--- src/rtl/lfuct_pkg.sv ---
// shared constants and types for the lfu cache table
`timescale 1ns / 1ps
`default_nettype none

package lfuct_pkg;

  localparam int ENTRIES_DEF    = 16;
  localparam int COUNT_BITS_DEF = 16;
  localparam int CAP_W          = 5;
  localparam int KEY_W          = 32;
  localparam int DATA_W         = 32;

  localparam logic [CAP_W-1:0]  CAP_RESET  = 5'd16;
  localparam logic [DATA_W-1:0] MISS_VALUE = 32'hFFFF_FFFF;

  typedef enum logic {
    CMD_GET = 1'b0,
    CMD_PUT = 1'b1
  } cmd_t;

  // status of one sweep over the table
  typedef struct packed {
    logic found;
    logic victim_any;
    logic free_any;
  } search_flags_t;

endpackage

`default_nettype wire

--- src/rtl/lfuct_search.sv ---
// sweep accumulator: key match, lfu victim with recency tiebreak, free slot, fill
`timescale 1ns / 1ps
`default_nettype none

module lfuct_search #(
  parameter int  ENTRIES    = lfuct_pkg::ENTRIES_DEF,
  parameter int  COUNT_BITS = lfuct_pkg::COUNT_BITS_DEF,
  localparam int IDX_W      = (ENTRIES > 1) ? $clog2(ENTRIES) : 1
) (
  input  wire logic                              clk,
  input  wire logic                              rst,
  input  wire logic                              clear,
  input  wire logic                              step,
  input  wire logic [IDX_W-1:0]                  idx,
  input  wire logic                              ent_valid,
  input  wire logic [lfuct_pkg::KEY_W-1:0]       ent_key,
  input  wire logic [lfuct_pkg::DATA_W-1:0]      ent_data,
  input  wire logic [COUNT_BITS-1:0]             ent_cnt,
  input  wire logic [IDX_W-1:0]                  ent_rank,
  input  wire logic [lfuct_pkg::KEY_W-1:0]       lookup_key,
  output lfuct_pkg::search_flags_t               flags,
  output logic      [IDX_W-1:0]                  found_idx,
  output logic      [lfuct_pkg::DATA_W-1:0]      found_data,
  output logic      [COUNT_BITS-1:0]             found_cnt,
  output logic      [IDX_W-1:0]                  found_rank,
  output logic      [IDX_W-1:0]                  vic_idx,
  output logic      [IDX_W-1:0]                  vic_rank,
  output logic      [IDX_W-1:0]                  free_idx,
  output logic      [IDX_W:0]                    used
);

  logic [COUNT_BITS-1:0] vic_cnt;
  logic                  take_victim;

  // strict compares keep the lowest index among equal candidates
  assign take_victim = !flags.victim_any || (ent_cnt < vic_cnt) ||
                       ((ent_cnt == vic_cnt) && (ent_rank > vic_rank));

  always_ff @(posedge clk) begin
    if (rst || clear) begin
      flags <= '0;
      used  <= '0;
    end else if (step) begin
      if (ent_valid) begin
        used <= used + 1'b1;
        if ((ent_key == lookup_key) && !flags.found) begin
          flags.found <= 1'b1;
          found_idx   <= idx;
          found_data  <= ent_data;
          found_cnt   <= ent_cnt;
          found_rank  <= ent_rank;
        end
        if (take_victim) begin
          flags.victim_any <= 1'b1;
          vic_idx          <= idx;
          vic_cnt          <= ent_cnt;
          vic_rank         <= ent_rank;
        end
      end else if (!flags.free_any) begin
        flags.free_any <= 1'b1;
        free_idx       <= idx;
      end
    end
  end

endmodule

`default_nettype wire

--- src/rtl/lfu_cache_table_core.sv ---
// top level of the lfu cache table: command port, entry memories and sweep control
`timescale 1ns / 1ps
`default_nettype none

// Key-value table with least-frequently-used replacement and a least-recently-used
// tiebreak. A command is taken when start is high and busy is low; its result shows
// on hit, read_value and evicted for exactly one cycle with done high, and the
// receiver cannot hold it off. Each command sweeps the entry memories one entry per
// cycle and then writes back, and the next command may be taken in the cycle done
// is high; with capacity 0 the result comes in the cycle after the transfer. The
// sweep rate is set by the single read port of the entry and rank memories.
// Capacity is written through cfg_wr_en / cfg_wr_data; the user keeps to writing
// it while no command is in flight, which the block itself does not enforce.

module lfu_cache_table_core #(
  parameter int ENTRIES    = lfuct_pkg::ENTRIES_DEF,
  parameter int COUNT_BITS = lfuct_pkg::COUNT_BITS_DEF
) (
  input  wire logic                                   clk,
  input  wire logic                                   rst,
  // capacity register
  input  wire logic                                   cfg_wr_en,
  input  wire logic        [lfuct_pkg::CAP_W-1:0]     cfg_wr_data,
  // command side
  input  wire logic                                   start,
  output logic                                        busy,
  input  wire logic                                   command,
  input  wire logic signed [lfuct_pkg::KEY_W-1:0]     key,
  input  wire logic signed [lfuct_pkg::DATA_W-1:0]    value,
  // result side
  output logic                                        done,
  output logic                                        hit,
  output logic signed      [lfuct_pkg::DATA_W-1:0]    read_value,
  output logic                                        evicted
);

  localparam int IDX_W = (ENTRIES > 1) ? $clog2(ENTRIES) : 1;
  localparam int CNT_W = IDX_W + 1;
  localparam int CMP_W = (lfuct_pkg::CAP_W > CNT_W) ? lfuct_pkg::CAP_W : CNT_W;

  typedef struct packed {
    logic [lfuct_pkg::KEY_W-1:0]  key;
    logic [lfuct_pkg::DATA_W-1:0] data;
    logic [COUNT_BITS-1:0]        cnt;
  } entry_t;

  typedef enum logic [1:0] {
    ST_IDLE,
    ST_SCAN,
    ST_WRITE
  } state_t;

  state_t state;

  // capacity register and per-command copies
  logic [lfuct_pkg::CAP_W-1:0]  capacity;
  logic [CMP_W-1:0]             cap_wide;
  logic [CNT_W-1:0]             cap_eff;
  logic [CNT_W-1:0]             cap_q;
  lfuct_pkg::cmd_t              cmd_q;
  logic [lfuct_pkg::KEY_W-1:0]  key_q;
  logic [lfuct_pkg::DATA_W-1:0] value_q;

  // valid bits live in flops so reset clears them at once
  logic [ENTRIES-1:0] entry_valid;

  // entry memory (key, data, use count) and rank memory
  entry_t           entry_mem [ENTRIES];
  logic [IDX_W-1:0] rank_mem  [ENTRIES];
  entry_t           ent_q;
  logic [IDX_W-1:0] rank_q;

  logic             rd_en;
  logic [IDX_W-1:0] rd_addr;
  logic             ent_we;
  logic [IDX_W-1:0] ent_waddr;
  entry_t           ent_wdata;
  logic             rank_we;
  logic [IDX_W-1:0] rank_waddr;
  logic [IDX_W-1:0] rank_wdata;

  // sweep counters: iss is the next address to read, chk the entry whose data is out
  logic [CNT_W-1:0] iss;
  logic             iss_done;
  logic             chk_vld;
  logic [IDX_W-1:0] chk_idx;
  logic             accept;
  logic             cap_zero;

  // rank aging left over from the previous command, applied as the sweep passes
  logic             pend;
  logic [IDX_W-1:0] pend_slot;
  logic [CNT_W-1:0] pend_thresh;
  logic [IDX_W-1:0] adj_rank;
  logic             chk_ent_valid;

  // sweep results
  lfuct_pkg::search_flags_t     flags;
  logic [IDX_W-1:0]             found_idx;
  logic [lfuct_pkg::DATA_W-1:0] found_data;
  logic [COUNT_BITS-1:0]        found_cnt;
  logic [IDX_W-1:0]             found_rank;
  logic [IDX_W-1:0]             vic_idx;
  logic [IDX_W-1:0]             vic_rank;
  logic [IDX_W-1:0]             free_idx;
  logic [CNT_W-1:0]             used;

  // write-phase decisions
  logic                  is_put;
  logic                  do_evict;
  logic                  do_fill;
  logic [COUNT_BITS-1:0] cnt_inc;
  logic [CNT_W-1:0]      thresh_next;

  // capacity above the table size acts as the table size
  assign cap_wide = CMP_W'(capacity);
  assign cap_eff  = (cap_wide > CMP_W'(ENTRIES)) ? CNT_W'(ENTRIES) : CNT_W'(cap_wide);
  assign cap_zero = (cap_eff == '0);

  assign busy     = (state != ST_IDLE);
  assign accept   = start && (state == ST_IDLE);
  assign iss_done = (iss == CNT_W'(ENTRIES));

  // address 0 goes out with the transfer, the rest one a cycle during the sweep
  assign rd_en   = (accept && !cap_zero) || ((state == ST_SCAN) && !iss_done);
  assign rd_addr = (state == ST_IDLE) ? '0 : iss[IDX_W-1:0];

  // pending aging: valid entries other than the touched slot and younger than it
  assign chk_ent_valid = entry_valid[chk_idx];
  assign adj_rank = rank_q + IDX_W'(pend && (chk_idx != pend_slot) &&
                                    ({1'b0, rank_q} < pend_thresh));

  lfuct_search #(
    .ENTRIES    (ENTRIES),
    .COUNT_BITS (COUNT_BITS)
  ) u_search (
    .clk        (clk),
    .rst        (rst),
    .clear      (accept),
    .step       (chk_vld),
    .idx        (chk_idx),
    .ent_valid  (chk_ent_valid),
    .ent_key    (ent_q.key),
    .ent_data   (ent_q.data),
    .ent_cnt    (ent_q.cnt),
    .ent_rank   (adj_rank),
    .lookup_key (key_q),
    .flags      (flags),
    .found_idx  (found_idx),
    .found_data (found_data),
    .found_cnt  (found_cnt),
    .found_rank (found_rank),
    .vic_idx    (vic_idx),
    .vic_rank   (vic_rank),
    .free_idx   (free_idx),
    .used       (used)
  );

  // an absent key evicts when the table is at or above capacity, else takes a free slot
  assign is_put   = (cmd_q == lfuct_pkg::CMD_PUT);
  assign do_evict = is_put && !flags.found && (used >= cap_q) && flags.victim_any;
  assign do_fill  = is_put && !flags.found && !do_evict && flags.free_any;

  // use count saturates at all ones
  assign cnt_inc = (found_cnt == {COUNT_BITS{1'b1}}) ? found_cnt
                                                     : found_cnt + COUNT_BITS'(1);

  always_comb begin
    ent_we         = (state == ST_WRITE) && (flags.found || do_evict || do_fill);
    ent_waddr      = flags.found ? found_idx : (do_evict ? vic_idx : free_idx);
    ent_wdata.key  = key_q;
    ent_wdata.data = (flags.found && !is_put) ? found_data : value_q;
    ent_wdata.cnt  = flags.found ? cnt_inc : COUNT_BITS'(1);
    // a fill ages every other valid entry, a touch or an eviction only the younger ones
    if (flags.found) begin
      thresh_next = {1'b0, found_rank};
    end else if (do_evict) begin
      thresh_next = {1'b0, vic_rank};
    end else begin
      thresh_next = CNT_W'(ENTRIES);
    end
    // rank port: write-back of aged ranks during the sweep, rank 0 for the touched slot
    if (state == ST_WRITE) begin
      rank_we    = ent_we;
      rank_waddr = ent_waddr;
      rank_wdata = '0;
    end else begin
      rank_we    = chk_vld && chk_ent_valid;
      rank_waddr = chk_idx;
      rank_wdata = adj_rank;
    end
  end

  always_ff @(posedge clk) begin
    if (ent_we) begin
      entry_mem[ent_waddr] <= ent_wdata;
    end
    if (rd_en) begin
      ent_q <= entry_mem[rd_addr];
    end
  end

  always_ff @(posedge clk) begin
    if (rank_we) begin
      rank_mem[rank_waddr] <= rank_wdata;
    end
    if (rd_en) begin
      rank_q <= rank_mem[rd_addr];
    end
  end

  always_ff @(posedge clk) begin
    if (rst) begin
      capacity <= lfuct_pkg::CAP_RESET;
    end else if (cfg_wr_en) begin
      capacity <= cfg_wr_data;
    end
  end

  // command sequencer with registered result
  always_ff @(posedge clk) begin
    if (rst) begin
      state       <= ST_IDLE;
      done        <= 1'b0;
      chk_vld     <= 1'b0;
      pend        <= 1'b0;
      entry_valid <= '0;
      iss         <= '0;
    end else begin
      done    <= 1'b0;
      chk_vld <= 1'b0;
      unique case (state)
        ST_IDLE: begin
          if (accept) begin
            cmd_q   <= lfuct_pkg::cmd_t'(command);
            key_q   <= key;
            value_q <= value;
            cap_q   <= cap_eff;
            if (cap_zero) begin
              // disabled table: miss without touching anything
              done       <= 1'b1;
              hit        <= 1'b0;
              read_value <= lfuct_pkg::MISS_VALUE;
              evicted    <= 1'b0;
            end else begin
              state   <= ST_SCAN;
              iss     <= CNT_W'(1);
              chk_vld <= 1'b1;
              chk_idx <= '0;
            end
          end
        end
        ST_SCAN: begin
          if (!iss_done) begin
            iss     <= iss + 1'b1;
            chk_vld <= 1'b1;
            chk_idx <= iss[IDX_W-1:0];
          end
          if (chk_vld && (chk_idx == IDX_W'(ENTRIES - 1))) begin
            state <= ST_WRITE;
          end
        end
        ST_WRITE: begin
          state       <= ST_IDLE;
          pend        <= ent_we;
          pend_slot   <= ent_waddr;
          pend_thresh <= thresh_next;
          if (do_fill) begin
            entry_valid[free_idx] <= 1'b1;
          end
          done       <= 1'b1;
          hit        <= flags.found;
          read_value <= (flags.found && !is_put) ? found_data : lfuct_pkg::MISS_VALUE;
          evicted    <= do_evict;
        end
        default: begin
          state <= ST_IDLE;
        end
      endcase
    end
  end

endmodule

`default_nettype wire
--- config.mk ---
export PLATFORM = sky130hd
export DESIGN_NAME = lfu_cache_table_core
export DESIGN_NICKNAME = d
export VERILOG_FILES = /design/src/rtl/lfuct_pkg.sv /design/src/rtl/lfuct_search.sv /design/src/rtl/lfu_cache_table_core.sv
export SDC_FILE = /design/constraint.sdc
export NUM_CORES = 2
export LEC_CHECK = 0
export ABC_CLOCK_PERIOD_IN_PS = 12900
export BUFFER_PORTS_ARGS = -buffer_cell sky130_fd_sc_hd__clkbuf_2
export CORE_MARGIN = 2
export CORE_UTILIZATION = 30
export DETAILED_ROUTE_END_ITERATION = 6
export GPL_TIMING_DRIVEN = 0
export SETUP_SLACK_MARGIN = 0.4
export SYNTH_ARGS = -nofsm -noshare
export SYNTH_HDL_FRONTEND = slang
export SYNTH_HIERARCHICAL = 1
export SYNTH_SLANG_ARGS = --single-unit
--- constraint.sdc ---
create_clock -name clk -period 12.9 [get_ports clk]
set_clock_uncertainty 0.1 [all_clocks]
set_input_delay 1.29 -clock clk [delete_from_list [all_inputs] [get_ports clk]]
set_output_delay 1.29 -clock clk [all_outputs]
set_load 0.1 [all_outputs]
==> flow_summary_export.csv <==
group,metric,value,unit
outcome,status,"complete, no violations",
timing,setup_viol,0,
timing,worst_pin_slew,1474,ps
routing,dr_total_vias,35400,
placed_design,postPlaceCellArea,70770,sq um
logic_synthesis,synth-seq-cells,1668,
timing,rsz0062_at_grt,"false",
pwr,peakVddDrop,0.1049,mV
routing,drc,0,
timing,fmax,219.2,MHz
timing,slew_headroom,1.714,%
logic_synthesis,synth_cells,3723,
pwr,switching_share,21.06,%
die,dieArea,219600,sq um
timing,maxSlewViolCount,0,
worst_setup_path,cp.required,13280,ps
clocking,cts_setup_buffers,0,
worst_hold_path,min_to,"u_search/found_data[16]$_DFFE_PP_",
routing,wl_per_cell,23.08,um
clocking,insertion_delay,780,ps
clocking,htree_levels,4,
clocking,tritoncts,"yes",
logic_synthesis,yosys_warnings,6,
die,ios,110,
logic_synthesis,ys.flop_type,"edfxtp_1",
clocking,path_clk_slew,60,ps
worst_hold_path,holdCritStartpoint,"ent_q[32]$_DFFE_PP_",
logic_synthesis,synth_cell_type_count,70,
logic_synthesis,ys_seq_area_share,76.76,%
routing,drt-total-wl,163100,um
logic_synthesis,synth_area,64750,sq um
placed_design,port-buffer-count,108,
pwr,power.share.combinational,3.8,%
timing,layout_min_cycle_time,4562,ps
worst_setup_path,cp_max_fo,11,
pwr,clockPowerShare,41.1,%
pwr,power.internal,0.008611,W
timing,finalHoldViolCount,0,
routing,postRouteAntennaNets,0,
die,start_util,30.17,%
final_layout,area_delta_synth_final,16.92,%
logic_synthesis,synth_edf_count,1629,
clocking,hold_buffers,0,
final_layout,final_common_cell,"edfxtp_1",
timing,finalWorstSetupSlack,8338,ps
worst_setup_path,crit-reg2reg-launch,"cap_q[4]$_DFFE_PP_",
worst_setup_path,criticalPathCategory,"reg2reg",
worst_setup_path,rr_worst_depth,14,
placed_design,dp_hpwl,111100,um
die,die_w,468.6,um
worst_setup_path,r2r-end,"entry_mem[1][34]$_DFFE_PP_",
job,maxCapViolations,0,
grt,grt_first_pass_wirelength,237300,um
clocking,cts_buffer_depth,3,
logic_synthesis,async_reset_ff_share,0,%
worst_setup_path,startpoint_type,"flop",
worst_hold_path,hold_class,"reg2reg",
worst_hold_path,min_path_cells,0,
logic_synthesis,avgSynthCellArea,17.39,sq um
pwr,p_sw,0.002297,W
timing,setup_tns,0,ps
final_layout,drive_gt1_share,17.17,%
clocking,clock-sinks,1668,
timing,timing.final.crit_share,35.36,%
clocking,clockRootBuffer,"clkbuf_16",
pwr,powerDensity,144.1,nW/um^2
grt,first_global_vias,35210,
die,core,214600,sq um
final_layout,final_cell_mix,"edfxtp_1, nand2_1, a211oi_1, clkbuf_1, a21oi_1",
routing,dr.pass1.iters,6,
final_layout,final_util,35.27,%
worst_setup_path,crit_path_end_kind,"flop",
routing,drtIter0Drc,3509,
worst_setup_path,worstPathArrival,4940,ps
clocking,numCtsBuffers,157,
routing,via_per_inst,5.011,
pwr,p_seq_share,55.1,%
placed_design,globalplace.congestion,0.8131,
pwr,leakagePower,23.82,nW
logic_synthesis,synth.net_count,3831,
grt,grt_max_degree,30,
die,row_count,170,
clocking,ctsResizeCount,0,
grt,grtUsageTotal,14.59,%
grt,antenna_found_initial,14,
final_layout,nets,4205,
final_layout,finalInstanceArea,75700,sq um
die,die_y,468.6,um
grt,overflow,0,
placed_design,pre_cts_ws,8347,ps
worst_setup_path,rrSetupSlack,8340,ps
## power by group through the flow
stage          Clock, W  Combinational [W]  Sequential (W)
2_1_floorplan         0           0.000261         0.00611
3_3_place_gp          0           0.000405         0.00614
3_5_place_dp          0           0.000425         0.00612
4_1_cts         0.00457           0.000427         0.00601
5_1_grt         0.00476           0.000454         0.00601
6_report        0.00448           0.000420         0.00601
## stage by stage
step | std cells | power, W | hold WS [ps]
4_1_cts | 7061 | 0.01101 | 304.6
3_5_place_dp | 6776 | 0.006550 | 304.5
2_1_floorplan | 3723 | 0.006374 | 300.3
3_3_place_gp | 6669 | 0.006540 | 301.9
6_report | 7065 | 0.01091 | 304.5
5_1_grt | 7062 | 0.01123 | 316.8
## area by class of cell
| cell class | instances | area [sq um] |
|---|---|---|
| Buffer | 235 | 969.7 |
| Antenna cell | 4 | 10.01 |
| Inverter | 38 | 142.6 |
| Multi-Input combinational cell | 1782 | 14100 |
| Clock inverter | 89 | 772.0 |
| Sequential cell | 1668 | 49700 |
| Clock buffer | 196 | 4149 |
| Timing Repair Buffer | 215 | 2313 |
| Tap cell | 2838 | 3551 |
| Fill cell | 19920 | 138900 |
## metal layers
| layer | GRT usage, % | routed length, um |
|---|---|---|
| met4 | 5.447 | 5929 |
| met3 | 2.592 | 10150 |
| met5 | 0 | 123 |
| met2 | 24.64 | 80680 |
| met1 | 18.71 | 66200 |
## state kept, by name, summed over array words and instances (netlist names), 5 cells and up
register	cells
cap_q	5
cap_wide	5
ent_q	80
entry_mem	1280
entry_valid	16
iss	5
key_q	32
pend_thresh	5
rank_mem	64
read_value	32
u_search/found_cnt	16
u_search/found_data	32
u_search/used	5
u_search/vic_cnt	16
value_q	32
## worst max-delay path, cell delays in order (launching register included)
cell      delay [ps]
edfxtp_1         330
inv_1             40
ha_1             350
a21oi_2          320
nor2_1           160
a21o_1           200
buf_4            180
a211oi_2         410
o211ai_1         340
nor3_2           800
buf_6            290
buf_8            170
buf_6            170
buf_6            180
buf_6            200
## worst max-delay path by stage
stage / from / depth (start not counted) / slack, ps / end
floorplan: u_search/used[0]$_SDFFE_PP0P_ / 9 / 4760 / entry_mem[3][0]$_DFFE_PP_
global placement: cap_q[4]$_DFFE_PP_ / 9 / -2490 / entry_mem[3][34]$_DFFE_PP_
detailed placement: cap_q[4]$_DFFE_PP_ / 14 / 8350 / entry_mem[1][33]$_DFFE_PP_
CTS: cap_q[4]$_DFFE_PP_ / 14 / 8350 / entry_mem[1][34]$_DFFE_PP_
global route: cap_q[4]$_DFFE_PP_ / 14 / 8060 / entry_mem[1][34]$_DFFE_PP_
finish: cap_q[4]$_DFFE_PP_ / 14 / 8340 / entry_mem[1][34]$_DFFE_PP_
## synthesized netlist by cell type, drive strengths merged (2+ instances only)
master  number  area, sq um
nand2      378         1421
and2       179         1120
nor2b       15        93.84
xnor2       18        157.7
nor2        79        296.5
o21ai       17        88.84
nand4       17        106.4
or4b         2        27.53
a31oi       13        81.33
nor4        15        118.9
a22oi        2        15.01
or2          4        27.53
inv         38        142.6
o31ai        2        15.01
nor3b        3        22.52
nor3        28        150.1
clkbuf     171        641.9
ha          34        425.4
a211oi     259         1959
mux2        36        405.4
nor4b        2        17.52
and3         6        37.54
mux4       172         3874
a21oi      200         1005
a21o         6        45.04
a211o        2        17.52
nand3       14        70.07
mux2i        5        50.05
a311oi     169         1486
dfxtp       39        780.8
nand2b       6        37.54
edfxtp    1629        48920
o211ai       6        45.04
xor2        36        315.3
or3         34        212.7
buf         64        322.8
o21a         4        30.03
## cell families after synthesis
logic type	Yosys count	share of synthesized area (%)
flops	1668	76.76
simple gates	786	5.861
compound gates	695	7.600
buf+inv	273	1.710
mux	213	6.686
xor+xnor	54	0.7304
fa+ha+maj	34	0.6570
No activity file was read; power rests on OpenSTA's default activity.
